`src/design/tbgs_pkg.sv`:
```
// shared types, constants and codes of the two-body gravity stepper
package tbgs_pkg;

   localparam int WORD_WIDTH_DEF = 48;
   localparam int FRAC_BITS_DEF = 16;

   localparam int FIELD_W = 48;
   localparam int CFG_W = 32;
   localparam int DT_W = 24;
   localparam int DT_FRAC = 16;
   localparam int NUM_SHIFT = 32;

   localparam int ARG_W = 128;
   localparam int ROOT_W = 64;
   localparam int DIV_BITS = 120;
   localparam int DIV_PAD = ARG_W - DIV_BITS;
   localparam int CNT_W = 7;

   localparam logic [CFG_W-1:0] GRAV_RESET = 32'd28664612;
   localparam logic [CFG_W-1:0] MASS_ONE_RESET = 32'd1000000;
   localparam logic [CFG_W-1:0] MASS_TWO_RESET = 32'd5000000;

   localparam logic [1:0] CSR_GRAV = 2'd0;
   localparam logic [1:0] CSR_MASS_ONE = 2'd1;
   localparam logic [1:0] CSR_MASS_TWO = 2'd2;

   typedef enum logic [1:0] {
      ST_STEPPED    = 2'd0,
      ST_LOADED     = 2'd1,
      ST_COINCIDENT = 2'd2,
      ST_SATURATED  = 2'd3
   } status_type;

   typedef enum logic [1:0] {
      OP_MUL  = 2'd0,
      OP_DIV  = 2'd1,
      OP_SQRT = 2'd2
   } op_type;

   typedef enum logic [3:0] {
      UOP_SQX  = 4'd0,
      UOP_SQY  = 4'd1,
      UOP_ROOT = 4'd2,
      UOP_GM   = 4'd3,
      UOP_NUM  = 4'd4,
      UOP_DIV1 = 4'd5,
      UOP_DIV2 = 4'd6,
      UOP_AXIS = 4'd7,
      UOP_VEL  = 4'd8,
      UOP_POS  = 4'd9
   } uop_type;

   typedef struct packed {
      logic       take_load;
      logic       take_step;
      logic       sep;
      logic       start;
      logic       capture;
      uop_type    uop;
      logic [1:0] idx;
      logic       out_load;
      status_type out_status;
   } cmd_type;

   typedef struct packed {
      logic done;
      logic res_zero;
      logic sat;
   } stat_type;

endpackage

```
`src/design/tbgs_ctrl.sv`:
```
// controller: sequences one load or one time step through the datapath
module tbgs_ctrl (
   input  logic                clock,
   input  logic                reset,
   input  logic                req_valid,
   input  logic                req_type,
   output logic                req_stall,
   output logic                rsp_valid,
   input  logic                rsp_stall,
   input  tbgs_pkg::stat_type  stat,
   output tbgs_pkg::cmd_type   cmd
);
   import tbgs_pkg::*;

   typedef enum logic [12:0] {
      S_IDLE = 13'h0001,
      S_SEP  = 13'h0002,
      S_SQX  = 13'h0004,
      S_SQY  = 13'h0008,
      S_ROOT = 13'h0010,
      S_GM   = 13'h0020,
      S_NUM  = 13'h0040,
      S_DIV1 = 13'h0080,
      S_DIV2 = 13'h0100,
      S_AXIS = 13'h0200,
      S_VEL  = 13'h0400,
      S_POS  = 13'h0800,
      S_FIN  = 13'h1000
   } fsm_type;

   fsm_type    state_ff, state_in;
   logic [1:0] idx_ff, idx_in;
   logic       started_ff, started_in;
   status_type fin_ff, fin_in;
   logic       rsp_valid_ff, rsp_valid_in;
   logic       op_go;

   always_comb begin
      state_in = state_ff;
      idx_in = idx_ff;
      started_in = started_ff;
      fin_in = fin_ff;
      rsp_valid_in = rsp_valid_ff;
      op_go = 1'b0;
      cmd = '0;
      cmd.uop = UOP_SQX;
      cmd.idx = idx_ff;
      cmd.out_status = (fin_ff == ST_STEPPED && stat.sat) ? ST_SATURATED : fin_ff;
      if (!rsp_stall) rsp_valid_in = 1'b0;

      case (state_ff)
         S_IDLE: begin
            if (req_valid) begin
               if (req_type) begin
                  cmd.take_load = 1'b1;
                  fin_in = ST_LOADED;
                  state_in = S_FIN;
               end else begin
                  cmd.take_step = 1'b1;
                  state_in = S_SEP;
               end
            end
         end
         S_SEP: begin
            cmd.sep = 1'b1;
            idx_in = 2'd0;
            state_in = S_SQX;
         end
         S_SQX: begin
            op_go = 1'b1;
            cmd.uop = UOP_SQX;
            if (stat.done) state_in = S_SQY;
         end
         S_SQY: begin
            op_go = 1'b1;
            cmd.uop = UOP_SQY;
            if (stat.done) state_in = S_ROOT;
         end
         S_ROOT: begin
            op_go = 1'b1;
            cmd.uop = UOP_ROOT;
            if (stat.done) begin
               if (stat.res_zero) begin
                  fin_in = ST_COINCIDENT;
                  state_in = S_FIN;
               end else begin
                  state_in = S_GM;
               end
            end
         end
         S_GM: begin
            op_go = 1'b1;
            cmd.uop = UOP_GM;
            if (stat.done) state_in = S_NUM;
         end
         S_NUM: begin
            op_go = 1'b1;
            cmd.uop = UOP_NUM;
            if (stat.done) state_in = S_DIV1;
         end
         S_DIV1: begin
            op_go = 1'b1;
            cmd.uop = UOP_DIV1;
            if (stat.done) state_in = S_DIV2;
         end
         S_DIV2: begin
            op_go = 1'b1;
            cmd.uop = UOP_DIV2;
            if (stat.done) state_in = S_AXIS;
         end
         S_AXIS: begin
            op_go = 1'b1;
            cmd.uop = UOP_AXIS;
            if (stat.done) state_in = S_VEL;
         end
         S_VEL: begin
            op_go = 1'b1;
            cmd.uop = UOP_VEL;
            // idx walks body one x, y then body two x, y
            if (stat.done) begin
               if (idx_ff == 2'd3) begin
                  idx_in = 2'd0;
                  state_in = S_POS;
               end else begin
                  idx_in = idx_ff + 2'd1;
                  state_in = idx_ff[0] ? S_GM : S_AXIS;
               end
            end
         end
         S_POS: begin
            op_go = 1'b1;
            cmd.uop = UOP_POS;
            if (stat.done) begin
               if (idx_ff == 2'd3) begin
                  fin_in = ST_STEPPED;
                  state_in = S_FIN;
               end else begin
                  idx_in = idx_ff + 2'd1;
               end
            end
         end
         S_FIN: begin
            if (!rsp_valid_ff || !rsp_stall) begin
               cmd.out_load = 1'b1;
               rsp_valid_in = 1'b1;
               state_in = S_IDLE;
            end
         end
         default: begin
            state_in = S_IDLE;
         end
      endcase

      if (op_go) begin
         cmd.start = !started_ff;
         cmd.capture = stat.done;
         if (cmd.start) started_in = 1'b1;
         else if (stat.done) started_in = 1'b0;
      end
   end

   assign req_stall = (state_ff != S_IDLE);
   assign rsp_valid = rsp_valid_ff;

   always_ff @(posedge clock) begin
      if (reset) begin
         state_ff <= S_IDLE;
         idx_ff <= 2'd0;
         started_ff <= 1'b0;
         fin_ff <= ST_STEPPED;
         rsp_valid_ff <= 1'b0;
      end else begin
         state_ff <= state_in;
         idx_ff <= idx_in;
         started_ff <= started_in;
         fin_ff <= fin_in;
         rsp_valid_ff <= rsp_valid_in;
      end
   end

endmodule

```
`config.mk`:
```
export PLATFORM = sky130hd
export DESIGN_NAME = tbgs_ctrl
export DESIGN_NICKNAME = d
export VERILOG_FILES = /design/src/design/tbgs_pkg.sv /design/src/design/tbgs_ctrl.sv
export SDC_FILE = /design/constraint.sdc
export NUM_CORES = 1
export LEC_CHECK = 0
export BUFFER_PORTS_ARGS = -buffer_cell sky130_fd_sc_hd__buf_2
export CAP_MARGIN = 0
export CORE_MARGIN = 2
export CORE_UTILIZATION = 59
export CTS_CLUSTER_DIAMETER = 150
export CTS_CLUSTER_SIZE = 10
export DETAILED_ROUTE_END_ITERATION = 10
export GPL_TIMING_DRIVEN = 0
export PLACE_DENSITY = 0.84
export SYNTH_ARGS = -nofsm -noshare
export SYNTH_HDL_FRONTEND = slang
export SYNTH_SLANG_ARGS = --single-unit
```
`constraint.sdc`:
```
create_clock -name clock -period 7.45 [get_ports clock]
set_input_delay 0 -clock clock [delete_from_list [all_inputs] [get_ports clock]]
set_output_delay 0 -clock clock [all_outputs]
set_load 0.01 [all_outputs]
```
---- After elaboration in Yosys (flattened, before gate mapping) ----
Cells that the tools add are included.
word-level totals
  flip-flop bits (word level) ............. 19
  input bits .............................. 8
  output and inout port bits .............. 16
  logic and storage cells ................. 95
cells by class
  add/subtract/negate cells ............... 1
  eq/ne operators ......................... 31
  mux-type cells .......................... 46
  reductions and logical operators ........ 12
operator list
  operator                                                number
  2-to-1 mux 13 bit                                       15
  case mux 13 bit (13 select lines)                       1
  case mux 4 bit (9 select lines)                         1
  inequality test 2 bit, second input constant            16
  2-to-1 mux 2 bit                                        14
  == test 13 x 1 -> 1 bit, second input constant          1
  == test 13 x 10 -> 1 bit, second input constant         1
  == test 13 x 11 -> 1 bit, second input constant         1
  == test 13 x 12 -> 1 bit, second input constant         1
  == test 13 bit, second input constant                   1
  == test 13 x 2 -> 1 bit, second input constant          1
  == test 13 x 3 -> 1 bit, second input constant          1
  == test 13 x 4 -> 1 bit, second input constant          1
  == test 13 x 5 -> 1 bit, second input constant          1
  == test 13 x 6 -> 1 bit, second input constant          1
  == test 13 x 7 -> 1 bit, second input constant          1
  == test 13 x 8 -> 1 bit, second input constant          1
  == test 13 x 9 -> 1 bit, second input constant          1
  inequality test 13 x 1 -> 1 bit, second input constant  1
  AND reduction 13 bit                                    1
  2-to-1 mux 12 bit                                       1
  case mux 2 bit (3 select lines)                         2
  2-to-1 mux 1 bit                                        11
  2-to-1 mux 10 bit                                       1
  10 further kinds                                        13

---- Logic depth before layout (Yosys ltp) ----
  word-level depth ........................ 4
  gate-level depth with buffers ........... 8
  mapped depth without buffers ............ 6

---- Worst setup path before layout ----
OpenSTA, ideal clock, no wires.
  kind .................................... register to register
  from .................................... register state_ff[8]
  to ...................................... register state_ff[7]
  library setup time ...................... 0.068 ns
  arrival time ............................ 2.498 ns
  data required time ...................... 7.382 ns
  slack ................................... 4.884 ns
  cell stages (with the launch flop) ...... 9
  clock period less this slack ............ 2.566 ns
  cell sequence ........................... dfxtp_1 > or4_1 > buf_2 > or3_4 > or4_4 > a41oi_2 > buf_6 > o21ai_1 > a21oi_2
between the ends
  cells in the longest elaborated chain, start to end .. 3
RTL lines
  what                                    RTL line          text
  start: declaration                      tbgs_ctrl.sv:31   fsm_type state_ff, state_in;
  start signal: assignment                tbgs_ctrl.sv:173  state_ff <= state_in;
  == test 13 bit (tied with other cells)  tbgs_ctrl.sv:51   case (state_ff)
  inequality test 2 bit (no line)         --
  AND reduction 13 bit (no line)          --
Parallel ways exist; a longest one is shown, timed or not.
A chain may end at the register's enable or synchronous reset.

---- Final worst setup path ----
  from .................................... register state_ff[8]
  to ...................................... register state_ff[8]
Same word-level chain as after synthesis.

==> results.sh <==
export IMPL_arrival_ps=3160
export IMPL_path_clk_slew_ps=110
export IMPL_ys_warn_count=0
export IMPL_max_stage_delay_ps=530
export IMPL_place_congestion=0.917
export IMPL_drt_iter0_drc=64
export IMPL_fmax_mhz=344
export IMPL_grt_pass1_wl_um=5580
export IMPL_grt_remaining_overflow=0
export IMPL_grt_usage_pct=28.6
export IMPL_cts_setup_buffers=0
export IMPL_synth_area_sq_mm=0.00129
export IMPL_core_area_sq_mm=0.00202
export IMPL_relSlewSlack_pct=61.5
export IMPL_placed_cells=215
export IMPL_power_leakage_uw=0.000603
export IMPL_cp_common_cell="or4_1"
export IMPL_critical_path_cell_chain="or4_1 -> buf_2 -> or4_1 -> or2_2 -> nand2b_1 -> buf_1 -> o21ai_1 -> a21oi_2"
export IMPL_dpl_hpwl_um=2480
export IMPL_antenna_found_initial=0
export IMPL_drv_slew=0
export IMPL_num_fill_cells=174
export IMPL_grt_max_degree=11
export IMPL_worstMarginPinSlew_ps=572
export IMPL_syn_area_per_cell_sq_um=7.79
export IMPL_fin_total_pwr_uw=219
export IMPL_synth_edf_count=0
export IMPL_clock_latency_ps=310
export IMPL_start_kind="register"
export IMPL_seqPwrFrac_pct=49.2
export IMPL_ir_drop_mv=0.121
export IMPL_cts_sinks=19
export IMPL_post_cts_resized=0
export IMPL_syn_nets=176
export IMPL_finalSetupViolations=0
export IMPL_cts_htree_levels=1
export IMPL_pin_count=24
export IMPL_yosysTopAreaCell="dfxtp_1"
export IMPL_dpl_cell_area_sq_mm=0.00144
export IMPL_fin_area_sq_mm=0.00149
export IMPL_dr_pass1_iters=4
export IMPL_ant_nets=0
export IMPL_drc_errors=0
export IMPL_synthCells=166
export IMPL_finClkSkew_ps=6.65
export IMPL_antenna_cells=0
export IMPL_routedWlPerCell_um=15.5
export IMPL_min_period_over_period_pct=39.1
export IMPL_cts_made_buffers=3
export IMPL_hold_viol=0
export IMPL_power_clock_fraction_pct=24.4
export IMPL_fp_row_count=16
export IMPL_netlist_top_cells_area="dfxtp_1 29%, a21oi_1 5.4%, nor3_1 4.6%, or4b_2 4.6%, nand3_1 3.5%"
export IMPL_die_area_sq_mm=0.00258
export IMPL_status="completed"
export IMPL_yosysTopAreaCellShare_pct=29.4
export IMPL_nNetsFinal=206
export IMPL_worst_setup_path_type="reg2reg"
export IMPL_cts_buffer_depth=2
export IMPL_p_sw_uw=72.0
export IMPL_hold_buffers=3
export IMPL_num_vias=1412
export IMPL_cts_tree="built"
export IMPL_regArea_sq_um=380
export IMPL_ctsRootBufferMaster="clkbuf_4"
export IMPL_power_internal_uw=147
export IMPL_ys_flop_type="dfxtp_1"
export IMPL_swShare_pct=32.8
export IMPL_die_x_um=50.8
export IMPL_power_density_mw_per_mm2=147
export IMPL_cp_top_family="simple AND/OR/NAND/NOR gates"
export IMPL_syn_to_final_growth_pct=15.5
export IMPL_tns_ps=0
export IMPL_viasPerCell=6.36
export IMPL_cp_max_fo=10
export IMPL_drv_cap=0
export IMPL_rsz0062_at_grt="no"
export IMPL_die_h_um=50.8
export IMPL_fin_crit_ps=2910
export IMPL_port_buffers=22
export IMPL_crit_required_ps=7700
export IMPL_fin_cells=222
export IMPL_end_kind="register"
export IMPL_multi_input_area_sq_um=840
export IMPL_async_flop_share_pct=0
export IMPL_start_util_pct=63.9
export IMPL_cp_slowest_cell="or4_1"
export IMPL_path_buf_inv=2
export IMPL_first_global_vias=1234
export IMPL_hp_class="in2reg"
export IMPL_wl_um=3450
export IMPL_synthDistinctLibCells=46
export IMPL_ys_ff_latch=19
export IMPL_combPwrFrac_pct=26.4
export IMPL_drive_gt1_share_pct=21.5
export IMPL_synth_seq_area_share_pct=29.4
-- flip-flops by register name, indices dropped and copies added, names as in the netlist --
| name | count |
|---|---|
| fin_ff | 2 |
| idx_ff | 2 |
| state_ff | 13 |
| started_ff | 1 |
| rsp_valid | 1 |
-- through the flow --
step	setup slack [ps]	utilization, %	hold slack (ps)
final	4540	73.8	125
after global routing	4380	73.8	138
after CTS	4560	73.8	114
after detailed placement	4600	71.0	251
after global placement	4660	71.0	226
after floorplan	4880	-	49.5
-- worst reg2reg max path, delay by kind of cell, from the launching register on --
family / cells / cell delay (ps)
AOI/OAI and AO/OA: 2 / 300
and+or+nand+nor: 4 / 1550
buffers and inverters: 2 / 610
DFF: 1 / 390
-- placed cells by master (no fill, tap or decap), types with 2 or more instances in the layout --
cell type and count:
nor4_1 7, a21oi_1 14, inv_1 7, xnor2_1 3, dfxtp_1 19, or3_1 2, nor2_1 11, buf_1 3
dlygate4sd3_1 3, nand4_1 2, o21ai_1 9, or4_1 6, a211oi_1 2, mux2i_1 3, and4b_1 2, nor3_1 12
ha_1 2, a21oi_2 4, clkbuf_4 3, nor2b_1 3, nand2_1 5, buf_2 23, nand2b_1 4, clkbuf_1 6
o21ai_0 4, or4b_2 6, nand3_1 9
-- final cells by class --
| class | count | share of cell area [%] |
|---|---|---|
| Buffer | 10 | 3.10 |
| Clock buffer | 4 | 1.76 |
| Inverter | 7 | 1.76 |
| Multi-Input combinational cell | 130 | 56.2 |
| Sequential cell | 19 | 25.5 |
| Tap cell | 27 | 2.26 |
| Timing Repair Buffer | 25 | 9.39 |
-- metal layers --
layer  vias up  routed length [um]  share of wire [%]  track usage, %
met2        65                1620                 47            48.9
met4         0                  55                1.6            9.46
li1        686                   -                  -               -
met1       654                1490                 43            36.4
met3         7                 286                8.3            4.46
met5         -                   0                  0               0
-- cells by family (layout without fill, tap and decap cells) --
family          after synthesis  in the layout  share of synthesized area, %
mux                           3              3                          2.32
flops                        19             19                          29.4
buf+inv                      17             46                          5.61
fa+ha+maj                     2              2                          1.94
simple gates                 77             77                          36.3
xor+xnor                      3              3                          2.03
compound gates               45             45                          22.4
-- power by group through the flow --
stage                     registers, uW  clock network (uW)  logic (uW)
after floorplan                     110                   0        39.5
after global placement              110                   0        54.6
after detailed placement            110                   0        55.3
after CTS                           108                53.5        57.0
after global routing                109                57.2        63.6
final                               108                53.6        57.9
-- path summary, 6_finish.rpt --
path	start	to	slack [ps]	depth (start not counted)
worst max-delay path	state_ff[8]$_SDFFE_PP0P_	state_ff[8]$_SDFFE_PP0P_	4540	8
worst min-delay path	reset	state_ff[6]$_SDFFE_PP0P_	120	2
worst max register to register	state_ff[8]$_SDFFE_PP0P_	state_ff[8]$_SDFFE_PP0P_	4540	8
worst min register to register	started_ff$_SDFFE_PP0P_	started_ff$_SDFFE_PP0P_	490	1
-- cells in the mapped netlist (2+ instances only) --
| cell type | number |
|---|---|
| nor2b_1 | 3 |
| a21oi_2 | 4 |
| inv_1 | 7 |
| nor4_1 | 7 |
| dfxtp_1 | 19 |
| o21ai_0 | 4 |
| clkbuf_1 | 5 |
| buf_1 | 3 |
| a21oi_1 | 14 |
| nand4_1 | 2 |
| nand3_1 | 9 |
| nor2_1 | 11 |
| mux2i_1 | 3 |
| and4b_1 | 2 |
| nand2b_1 | 4 |
| o21ai_1 | 9 |
| a211oi_1 | 2 |
| xnor2_1 | 3 |
| nand2_1 | 5 |
| or3_1 | 2 |
| ha_1 | 2 |
| or4_1 | 6 |
| nor3_1 | 12 |
| or4b_2 | 6 |
(Power assumes the default switching activity.)
